===== config.mk =====
export PLATFORM = sky130hd
export DESIGN_NAME = tbw_ctrl
export DESIGN_NICKNAME = d
export VERILOG_FILES = /design/src/rtl/tbw_pkg.sv /design/src/rtl/tbw_ctrl.sv
export SDC_FILE = /design/constraint.sdc
export NUM_CORES = 1
export LEC_CHECK = 0
export BUFFER_PORTS_ARGS = -buffer_cell sky130_fd_sc_hd__buf_2
export CORE_MARGIN = 4
export CORE_UTILIZATION = 30
export CTS_CLUSTER_DIAMETER = 100
export DETAILED_ROUTE_END_ITERATION = 8
export GPL_TIMING_DRIVEN = 0
export SLEW_MARGIN = 20
export SYNTH_ARGS = -nofsm -noshare
export SYNTH_HDL_FRONTEND = slang
export SYNTH_SLANG_ARGS = --single-unit

===== constraint.sdc =====
create_clock -name clk -period 1.5 [get_ports clk]
set_clock_uncertainty 0.1 [all_clocks]
set_input_delay 0.075 -clock clk [delete_from_list [all_inputs] [get_ports clk]]
set_output_delay 0.075 -clock clk [all_outputs]
set_load 0.02 [all_outputs]

===== src/rtl/tbw_pkg.sv =====
// Package: shared types, constants and helpers for the toroidal window extractor.
`timescale 1ns / 1ps
package tbw_pkg;

  localparam int SIZE_W = 9;
  localparam int DSIZE_W = 7;

  localparam logic [1:0] CFG_SRC_WIDTH  = 2'd0;
  localparam logic [1:0] CFG_SRC_HEIGHT = 2'd1;
  localparam logic [1:0] CFG_DST_WIDTH  = 2'd2;
  localparam logic [1:0] CFG_DST_HEIGHT = 2'd3;

  localparam logic ACT_WRITE   = 1'b0;
  localparam logic ACT_EXTRACT = 1'b1;

  typedef struct packed {
    logic               action;
    logic [10:0]        word_index;
    logic [31:0]        word_data;
    logic signed [15:0] pos_x;
    logic signed [15:0] pos_y;
  } in_t;

  typedef struct packed {
    logic [5:0]  row_index;
    logic [63:0] row_bits;
    logic        last;
  } out_t;

  typedef struct packed {
    logic wr;
    logic load;
    logic mod_step;
    logic fix;
    logic row_init;
    logic rd;
    logic merge;
    logic emit;
  } cmd_t;

  typedef struct packed {
    logic row_done;
    logic last_row;
    logic out_free;
  } sts_t;

  function automatic logic [SIZE_W-1:0] clamp9(input logic [SIZE_W-1:0] v,
                                               input logic [12:0] maxv);
    logic [SIZE_W-1:0] r;
    r = v;
    if (v == '0) r = 9'd1;
    else if ({4'b0, v} > maxv) r = maxv[SIZE_W-1:0];
    return r;
  endfunction

  function automatic logic [DSIZE_W-1:0] clamp7(input logic [DSIZE_W-1:0] v,
                                                input logic [DSIZE_W-1:0] maxv);
    logic [DSIZE_W-1:0] r;
    r = v;
    if (v == '0) r = 7'd1;
    else if (v > maxv) r = maxv;
    return r;
  endfunction

endpackage


===== src/rtl/tbw_ctrl.sv =====
// Controller state machine sequencing writes, offset reduction and row extraction.
`timescale 1ns / 1ps
module tbw_ctrl (
  input  logic          clk,
  input  logic          rst,
  input  logic          in_valid,
  input  logic          in_action,
  output logic          idle,
  output tbw_pkg::cmd_t cmd,
  input  tbw_pkg::sts_t sts
);
  import tbw_pkg::*;

  localparam logic [2:0] S_IDLE = 3'd0;
  localparam logic [2:0] S_MOD  = 3'd1;
  localparam logic [2:0] S_FIX  = 3'd2;
  localparam logic [2:0] S_ROW  = 3'd3;
  localparam logic [2:0] S_RD   = 3'd4;
  localparam logic [2:0] S_MRG  = 3'd5;
  localparam logic [2:0] S_EMIT = 3'd6;

  logic [2:0] state, state_next;
  logic [3:0] cnt;

  assign idle = (state == S_IDLE);

  always_comb begin
    state_next = state;
    cmd = '0;
    case (state)
      S_IDLE: begin
        if (in_valid) begin
          if (in_action == ACT_EXTRACT) begin
            cmd.load = 1'b1;
            state_next = S_MOD;
          end else begin
            cmd.wr = 1'b1;
          end
        end
      end
      S_MOD: begin
        cmd.mod_step = 1'b1;
        if (cnt == 4'd15) state_next = S_FIX;
      end
      S_FIX: begin
        cmd.fix = 1'b1;
        state_next = S_ROW;
      end
      S_ROW: begin
        cmd.row_init = 1'b1;
        state_next = S_RD;
      end
      S_RD: begin
        cmd.rd = 1'b1;
        state_next = S_MRG;
      end
      S_MRG: begin
        cmd.merge = 1'b1;
        state_next = sts.row_done ? S_EMIT : S_RD;
      end
      S_EMIT: begin
        if (sts.out_free) begin
          cmd.emit = 1'b1;
          state_next = sts.last_row ? S_IDLE : S_ROW;
        end
      end
      default: state_next = S_IDLE;
    endcase
  end

  always_ff @(posedge clk) begin
    if (rst) begin
      state <= S_IDLE;
      cnt <= '0;
    end else begin
      state <= state_next;
      if (state == S_MOD) cnt <= cnt + 4'd1;
      else cnt <= '0;
    end
  end

`ifndef SYNTHESIS
  a_mod_len: assert property (@(posedge clk) disable iff (rst)
    (state == S_MOD && cnt == 4'd15) |=> state == S_FIX)
    else $error("offset reduction length wrong");
  a_emit_wait: assert property (@(posedge clk) disable iff (rst)
    (state == S_EMIT && !sts.out_free) |=> state == S_EMIT)
    else $error("row dropped while output full");
  a_one_cmd: assert property (@(posedge clk) disable iff (rst)
    $onehot0(cmd))
    else $error("conflicting datapath commands");
`endif
endmodule


==> summary.md, run 1 <==
| Metric | Value |
|---|---|
| Storage cell area | 143 um^2 |
| Worst Path Arrival | 1250 ps |
| WL/cell | 10.8 um |
| Area occupied by multi-input gates | 245 um^2 |
| CTS tree | yes |
| Maxcap violations | 0 |
| CP max FO | 7 |
| Leak | 0.270 nW |
| Total GRT Usage | 9.90% |
| Crit path from | state[0]$_SDFFE_PP0P_ |
| Clk slew on worst S/H paths | 50 ps |
| Final Hold Fails | 0 |
| Slowest CP cell | dfxtp_2 |
| DRT Wirelength | 895 um |
| DRT iter0 DRCs | 6 |
| Die Span Y | 45.9 um |
| Layout cell share with drive strength beyond 1 | 45.6% |
| Fill cell count | 135 |
| CP max stage delay | 320 ps |
| Critical path launch point type | flip-flop |
| CP endpoint kind | output pin |
| CP Data Required Time | 1320 ps |
| Antenna viol nets, final | 0 |
| Worst VDD drop | 0.000469 V |
| Initial Util | 32.4% |
| DRC viols | 0 |
| Netlist Area Pre-Place | 432 um^2 |
| Max Clk Rate | 701 MHz |
| Synth warn | 0 |
| Sequential area share after synthesis | 32.5% |
| Min-delay src | in_valid |
| Vias | 385 |
| Largest net degree at the start of global routing | 11 |
| Unrepaired setup endpoints after global routing | no |
| Root Buffer | clkbuf_4 |
| Dominant synthesized flop cell | dfxtp_1 |
| Synth Instances | 46 |
| Die width | 45.9 um |
| Most frequent cells after synthesis | 7 x dfxtp_1, 5 x nand2_1, 5 x nor2_1 |
| First-pass GRT wire length | 1400 um |
| CTS Sinks | 7 |
| CTS Buf Count | 3 |
| N_diodes | 0 |
| Total power | 0.00101 W |
| Detail Placement HPWL | 639 um |
| Crit path kind | reg2out |
| Final core occ | 42.7% |
| Setup TNS | 0 ps |
| Final min period | 1430 ps |
| Mean Syn Cell Area | 9.38 um^2 |
| Initial antenna violation count | 0 |
| Fin. max-slew vios | 0 |
| H-tree depth | 1 |
| Port Buffers | 15 |
| Core footprint | 1330 um^2 |
| I/O pins | 16 |
| Async S/R FF share, synth | 0% |
| Via density | 4.64 |
| Ranking of synthesized cells by area | dfxtp_1 32%, buf_12 4.6%, nand2_1 4.3% |
| EDFF count, synth | 0 |
| Router iterations before antenna repair | 3 |
| Vias in the first global route | 332 |
| Crit-path cells | buf_6 -> buf_4 -> and4b_2 -> buf_2 |
| Placer Congestion | 0.679 |
| Most common cell in the netlist | dfxtp_1 |
| Status | completed |
| Layout Nets | 77 |
| Post-synth top area share | 32.5% |
| Die ar. | 2110 um^2 |
| Rows | 13 |
| Distinct cell type count of the synthesized netlist | 27 |
| Yosys top cell by area | dfxtp_1 |
| Clk buf depth | 2 |
| Area grow syn2layout | 31.9% |
| Worst reg2reg startpoint | state[0]$_SDFFE_PP0P_ |
| Final setup fails | 0 |
| Post-Syn Nets | 54 |
| Final Cycle Share | 95.1% |
| Slew Limit Headroom | 83.6% |
| Clk_lat worst skew | 260 ps |
| Hold/Removal Path Class | in2reg |
| Number of synthesized register bits | 7 |
| Worst-margin pin slew | 247 ps |
| Total grt overflow | 0 |
| Pwr dens | 1770 nW/um^2 |
-- metrics by stage --
step | std cells | worst slack, ps | cell area (um^2) | hold slack (ps)
after global placement | 76 | 296 | 526 | 210
after CTS | 81 | 41.7 | 562 | 0.00913
after detailed placement | 76 | 305 | 526 | 212
after floorplan | 46 | 190 | 432 | 44.1
after global routing | 83 | 11.4 | 569 | 16.5
final | 83 | 73.0 | 569 | 9.92
-- where the power goes --
part | leakage, nW | internal, W | switching [W] | total, W
combinational | 0.197 | 0.000274 | 0.000271 | 0.000546
sequential | 0.0577 | 0.000232 | 0.0000593 | 0.000291
clock | 0.0150 | 0.000102 | 0.0000710 | 0.000173
-- cell families after synthesis --
logic type	share of synthesized area, %
buffers and inverters	10.7
XOR/XNOR	6.09
multiplexers	2.32
AO/OA/AOI/OAI	12.2
flip-flops	32.5
adder cells (fa/ha/maj)	2.90
AND/OR/NAND/NOR	33.3
-- per-layer routing --
layer / up-vias / GRT usage (%) / share of wire, %
met4: 0 / 6.82 / 2.6
met3: 5 / 5.93 / 4.5
met1: 171 / 9.88 / 42
li1: 202 / - / -
met5: - / 0 / 0
met2: 7 / 15.1 / 51
-- path summary, 6_finish.rpt --
| path | end | slack (ps) | cells past startpoint |
|---|---|---|---|
| min reg2reg | cnt[0]$_SDFF_PP0_ | 340 | 1 |
| max reg2reg | state[0]$_SDFFE_PP0P_ | 280 | 5 |
| min | state[0]$_SDFFE_PP0P_ | 10 | 3 |
| max | cmd[0] | 70 | 4 |
-- critical path, delay by kind of cell, from the launching register on --
family | cells | cell delay [ps]
buffers and inverters | 3 | 430
AND/OR/NAND/NOR | 1 | 250
flip-flops | 1 | 320
-- state kept, by name, summed over array words and instances (netlist names) --
| name | cells |
|---|---|
| state | 3 |
| cnt | 4 |
-- final cells by class --
class	instances	area share (%)
Timing Repair Buffer	19	19.3
Multi-Input combinational cell	34	43.1
Clock buffer	4	4.62
Inverter	2	1.32
Sequential cell	7	25.1
Tap cell	15	3.30
Buffer	2	3.30
-- cells in the final DEF (no fill, tap or decap), drive strengths merged --
cell type	count
clkbuf	4
and3b	1
a211o	1
a21oi	2
o22ai	1
and4b	1
mux2i	1
buf	20
ha	1
o21ai	1
or2	1
dfxtp	7
nand3	2
nor3	1
xnor2	2
dlygate4sd3	1
a311o	1
nand2b	2
inv	2
xor2	1
and3	1
a21boi	1
nand2	5
nor3b	3
nor2	5
-- repair_timing --
item / 4_1_cts / 5_1_grt
resized for setup: 0 / 3
hold buffers: 1 / 0
endpoints found under the hold margin: 2 / 0
setup buffers: 0 / 3
setup endpoints to repair: 0 / 2
No activity file was read; power rests on OpenSTA's default activity.
==> run 2, diff against run 1 <==
CORE_AREA = 4 4 41 43   (was not set)
CORE_MARGIN = not set   (was 4)
CORE_UTILIZATION = not set   (was 30)
DIE_AREA = 0 0 45 47   (was not set)
==> summary.md, run 2 (same netlist as run 1, synthesis figures left out) <==
| Metric | Value |
|---|---|
| Placer Congestion | 0.620 (-8.7%) |
| Largest net degree at the start of global routing | 11 (unchanged) |
| Fill cell count | 146 (+8.1%) |
| Root Buffer | clkbuf_4 |
| Core footprint | 1300 um^2 (-2.4%) |
| CTS tree | yes |
| Worst path depth | 4 (unchanged) |
| Rows | 13 (unchanged) |
| Vias in the first global route | 306 (-7.8%) |
| Leak | 0.268 nW (-0.74%) |
| Largest Register | cnt |
| Fin. max-slew vios | 0 (unchanged) |
| Final Cycle Share | 94.6% (-0.48 points) |
| Layout cell share with drive strength beyond 1 | 41.8% (-3.8 points) |
| Pre-CTS WS | 292 ps (-12.6 ps) |
| Worst VDD drop | 0.000915 V (+95%) |
| N_diodes | 0 (unchanged) |
| WP buf/inv | 2 (-1) |
| Total power | 0.00101 W (+0.32%) |
| Maxcap violations | 0 (unchanged) |
| Port Buffers | 15 (unchanged) |
| Vias | 371 (-3.6%) |
| Largest regs | cnt: 4 flops, state: 3 flops |
| Reg2Reg Depth | 4 (-1) |
| Worst-margin pin slew | 168 ps (-78.3 ps) |
| CP endpoint kind | output pin |
| Top delay family on crit path | simple AND/OR/NAND/NOR gates |
| Slew Limit Headroom | 88.4% (+4.9 points) |
| Clk_lat worst skew | 250 ps (about the same) |
| Layout Nets | 76 (-1.3%) |
| Final worst slack | 80.3 ps (+7.26 ps) |
| Clk slew on worst S/H paths | 50 ps (about the same) |
| Crit-path cells | buf_12 -> nor3_4 -> and3_1 -> buf_4 |
| Final Hold Fails | 0 (unchanged) |
| Commonest cells after routing, fill and taps aside | 14 x buf_2, 7 x dfxtp_1, 5 x nand2_1, 5 x nor2_1 |
| Max Clk Rate | 704 MHz (+0.51%) |
| H-tree depth | 1 (unchanged) |
| Status | completed |
| Total grt overflow | 0 (unchanged) |
| Total GRT Usage | 9.12% (-0.78 points) |
| Router iterations before antenna repair | 4 (+1) |
| Initial Util | 33.2% (+0.81 points) |
| DRT Wirelength | 877 um (-2.0%) |
| Slowest CP cell | dfxtp_1 |
| Final min period | 1420 ps (-7.26 ps) |
| CP Data Required Time | 1320 ps (about the same) |
| Max FFs per register | 4 (unchanged) |
| CP max FO | 10 (+3) |
| Die ar. | 2120 um^2 (+0.26%) |
| Final setup fails | 0 (unchanged) |
| Hold path cells | 3 (unchanged) |
| Crit path kind | reg2out |
| Hold/Removal Path Class | in2reg |
| CP max stage delay | 320 ps (about the same) |
| Detail Placement HPWL | 605 um (-5.2%) |
| Pwr dens | 1770 nW/um^2 (-0.12%) |
| Die width | 45 um (-2.0%) |
| DRT iter0 DRCs | 2 (-4) |
| Storage cell area | 140 um^2 (-1.8%) |
| I/O pins | 16 (unchanged) |
| Clk buf depth | 2 (unchanged) |
| CTS Buf Count | 3 (unchanged) |
| Antenna viol nets, final | 0 (unchanged) |
| DRC viols | 0 (unchanged) |
| CTS Sinks | 7 (unchanged) |
| Via density | 4.52 (-2.5%) |
| Area grow syn2layout | 32.5% |
| Critical path launch point type | flip-flop |
| First-pass GRT wire length | 1370 um (-2.4%) |
| Area occupied by multi-input gates | 245 um^2 (unchanged) |
| Initial antenna violation count | 0 (unchanged) |
| WL/cell | 10.7 um (-0.82%) |
| Worst Path Arrival | 1240 ps (about the same) |
| Die Span Y | 47 um (+2.3%) |
| Commonest non-fill, non-tap cell in the layout | buf_2 |
run 2: path summary, 6_finish.rpt:
check,slack (ps),endpoint,startpoint
max,80,cmd[6],state[1]$_SDFFE_PP0P_
min,30,state[0]$_SDFFE_PP0P_,in_valid
max reg2reg,270,state[1]$_SDFFE_PP0P_,cnt[0]$_SDFF_PP0_
min reg2reg,350,cnt[0]$_SDFF_PP0_,cnt[0]$_SDFF_PP0_
run 2: area by class of cell:
type	instances	share of cell area, %
plain buffers	3	6.78
clock buffers	4	4.60
inverters	2	1.31
multi-input cells	34	42.9
flip-flops and latches	7	24.5
well taps	15	3.28
repair buffers	17	16.6
run 2: routing by layer:
layer / part of all wire (%) / GRT usage, %
met1: 45 / 10.8
met2: 49 / 14.1
met3: 5.9 / 6.90
met4: 0 / 0
met5: 0 / 0
run 2: per-stage QoR:
stage | setup TNS [ps] | utilization, % | hold slack (ps) | cells | instance area [um^2]
6_report | 0 | 43.9 | 29.3 | 82 | 572
4_1_cts | 0 | 43.2 | 28.5 | 81 | 562
2_1_floorplan | 0 | - | 44.1 | 46 | 432
5_1_grt | -7.91 | 43.9 | 33.2 | 82 | 572
3_3_place_gp | 0 | 40.4 | 207 | 76 | 526
3_5_place_dp | 0 | 40.4 | 201 | 76 | 526
run 2: repair_timing:
item                                    CTS  global route
setup buffers                             0             1
endpoints found under the hold margin     2             0
endpoints found under the setup margin    0             2
gates resized for setup                   0             1
hold buffers                              1             0
run 2: power by group:
group / leakage (nW) / switching, W / internal, W / total, W
clock: 0.0150 / 0.0000673 / 0.000101 / 0.000169
sequential: 0.0571 / 0.0000233 / 0.000226 / 0.000249
combinational: 0.196 / 0.000303 / 0.000291 / 0.000594
run 2: worst reg2reg max path: cells and delay by family, from the launching register on:
kind	cells	cell delay, ps
AO/OA/AOI/OAI	2	420
adder cells (fa/ha/maj)	1	190
flip-flops	1	340
AND/OR/NAND/NOR	1	120
==> run 3, diff against run 2 <==
BUFFER_PORTS_ARGS = not set   (was -buffer_cell sky130_fd_sc_hd__buf_2)
DONT_BUFFER_PORTS = 1   (was not set)
HOLD_SLACK_MARGIN = 0.03   (was not set)
RECOVER_POWER = 50   (was not set)
==> summary.md, run 3 (same netlist as run 1, synthesis figures left out) <==
| Metric | Value |
|---|---|
| Status | completed |
| Largest net degree at the start of global routing | 11 (unchanged) |
| Sequential share of power | 30.0% (+5.4 points) |
| Reg2Reg Depth | 5 (+1) |
| Vias in the first global route | 349 (+14%) |
| Worst-margin pin slew | 687 ps (+519 ps) |
| Detail Placement HPWL | 546 um (-9.8%) |
| Placer Congestion | 0.677 (+9.2%) |
| Rows | 13 (unchanged) |
| Port Buffers | 0 (-15) |
| Largest regs | cnt: 4 flops, state: 3 flops |
| Int Power | 0.000583 W (-5.8%) |
| Hold path cells | 3 (unchanged) |
| Final setup fails | 0 (unchanged) |
| Storage cell area | 145 um^2 (+3.6%) |
| Switching share of power | 40.5% (+1.6 points) |
| Max Clk Rate | 670 MHz (-4.8%) |
| CTS Buf Count | 3 (unchanged) |
| Area grow syn2layout | 35.1% |
| Crit-path cells | buf_6 -> nor3_4 -> and3_4 |
| Total power | 0.000980 W (-3.2%) |
| Combinational Power Share | 52.9% (-5.8 points) |
| Final Cycle Share | 99.4% (+4.8 points) |
| Worst VDD drop | 0.000821 V (-10%) |
| Post-route cell area | 583 um^2 (+2.0%) |
| Fill cell count | 131 (-10%) |
| CP Data Required Time | 1320 ps (about the same) |
| Clk buf depth | 2 (unchanged) |
| First-pass GRT wire length | 1490 um (+9.1%) |
| Unrepaired setup endpoints after global routing | yes |
| Leak | 0.235 nW (-12%) |
| Total grt overflow | 0 (unchanged) |
| Die width | 45 um (unchanged) |
| DRC viols | 0 (unchanged) |
| Initial Util | 33.2% (unchanged) |
| N_diodes | 0 (unchanged) |
| I/O pins | 16 (unchanged) |
| CP endpoint kind | output pin |
| Via density | 4.84 (+7.0%) |
| Layout cell share with drive strength beyond 1 | 36.7% (-5.1 points) |
| Total GRT Usage | 10.1% (+0.94 points) |
| Slowest CP cell | nor3_4 |
| Slew Limit Headroom | 54.1% (-34 points) |
| Hold slack | 53.7 ps (+24.3 ps) |
| Post-Layout Cell Count | 75 (-8.5%) |
| CTS Sinks | 7 (unchanged) |
| Die ar. | 2120 um^2 (unchanged) |
| Switching pwr | 0.000397 W (+0.90%) |
| DRT Wirelength | 879 um (+0.23%) |
| Reg-to-reg slack, setup | 110 ps (-160 ps) |
| CP max stage delay | 330 ps (about the same) |
| Clk_lat worst skew | 250 ps (about the same) |
| H-tree depth | 1 (unchanged) |
| CP max FO | 10 (unchanged) |
| Pwr dens | 1680 nW/um^2 (-5.0%) |
| Area occupied by multi-input gates | 265 um^2 (+8.2%) |
| Maxcap violations | 0 (unchanged) |
| CTS tree | yes |
| DP Cell Count | 61 (-20%) |
| Final min period | 1490 ps (+71.9 ps) |
| Max FFs per register | 4 (unchanged) |
| Min-delay src | sts[0] |
| Largest Register | cnt |
| Fin. max-slew vios | 0 (unchanged) |
| Layout Nets | 69 (-9.2%) |
| Final Hold Fails | 0 (unchanged) |
| Clk slew on worst S/H paths | 50 ps (about the same) |
| Vias | 363 (-2.2%) |
| Antenna viol nets, final | 0 (unchanged) |
| Initial antenna violation count | 0 (unchanged) |
| Reg2reg end | cnt[3]$_SDFF_PP0_ |
| Crit path kind | reg2out |
| DRT iter0 DRCs | 4 (+2) |
| Clock share of power | 17.0% (+0.3 points) |
| Commonest non-fill, non-tap cell in the layout | dlygate4sd3_1 |
| Commonest cells after routing, fill and taps aside | 6 x dlygate4sd3_1, 5 x dfxtp_1, 5 x buf_4, 4 x nand2_1, 4 x nor2_1 |
| Core footprint | 1300 um^2 (unchanged) |
| Critical path launch point type | flip-flop |
| Post-DP Area | 450 um^2 (-14%) |
| WHS Endpoint | state[0]$_SDFFE_PP0P_ |
| WL/cell | 11.7 um (+9.6%) |
| Worst reg2reg startpoint | state[2]$_SDFFE_PP0P_ |
| Die Span Y | 47 um (unchanged) |
| Hold/Removal Path Class | in2reg |
| Worst Path Arrival | 1320 ps (+80 ps) |
| Router iterations before antenna repair | 4 (unchanged) |
| Root Buffer | clkbuf_4 |
-- run 3: cell count changes in the layout (fill, tap and decap cells not counted), moves of 2 or more --
cell           previous run  this run
buf_2                    14         0
buf_4                     3         5
dfxtp_1                   7         5
dlygate4sd3_1             1         6
-- run 3: repair_timing --
action,in CTS,in global routing
buffers inserted,3,2
hold buffers,6,0
hold endpoints to repair,7,0
gates resized for setup,7,3
pin swaps,3,4
endpoints found under the setup margin,3,4
-- run 3: how the worst max path moves through the flow --
stage                                from      to  slack [ps]
floorplan           state[2]$_SDFFE_PP0P_  cmd[7]         190
global route        state[2]$_SDFFE_PP0P_  cmd[6]         -60
global placement    state[2]$_SDFFE_PP0P_  cmd[7]         130
CTS                 state[0]$_SDFFE_PP0P_  cmd[7]        -0.5
detailed placement  state[2]$_SDFFE_PP0P_  cmd[7]         130
finish              state[2]$_SDFFE_PP0P_  cmd[6]           8
-- run 3: power groups by stage --
stage                     Clock [W]  Sequential, W  Combinational, W
after floorplan                   0       0.000252          0.000448
after global placement            0       0.000253          0.000495
after detailed placement          0       0.000254          0.000496
after CTS                  0.000175       0.000287          0.000500
after global routing       0.000187       0.000304          0.000563
final                      0.000167       0.000294          0.000519
-- run 3: routing by layer --
layer / track usage (%) / up-vias / share of wire (%)
li1: - / 188 / -
met1: 11.0 / 166 / 41
met2: 15.5 / 7 / 51
met3: 6.90 / 2 / 7.6
met4: 3.51 / 0 / 0.91
met5: 0 / - / 0
-- run 3: critical path, delay by kind of cell, from the launching register on --
kind	cells	cell delay, ps
and+or+nand+nor	2	630
DFF	1	300
buffers and inverters	1	130
-- run 3: cell type report --
| class | count | area share [%] |
|---|---|---|
| Multi-Input combinational cell | 34 | 45.5 |
| Buffer | 2 | 3.86 |
| Clock buffer | 4 | 4.51 |
| Inverter | 2 | 1.29 |
| Timing Repair Buffer | 11 | 16.7 |
| Sequential cell | 7 | 24.9 |
| Tap cell | 15 | 3.22 |
-- run 3: stage by stage --
stage          utilization [%]  TNS [ps]  worst slack [ps]
3_3_place_gp              34.6         0               131
5_1_grt                   44.8      -105             -55.8
3_5_place_dp              34.6         0               127
2_1_floorplan                -         0               190
4_1_cts                   42.8    -0.458            -0.458
6_report                  44.8         0              8.41
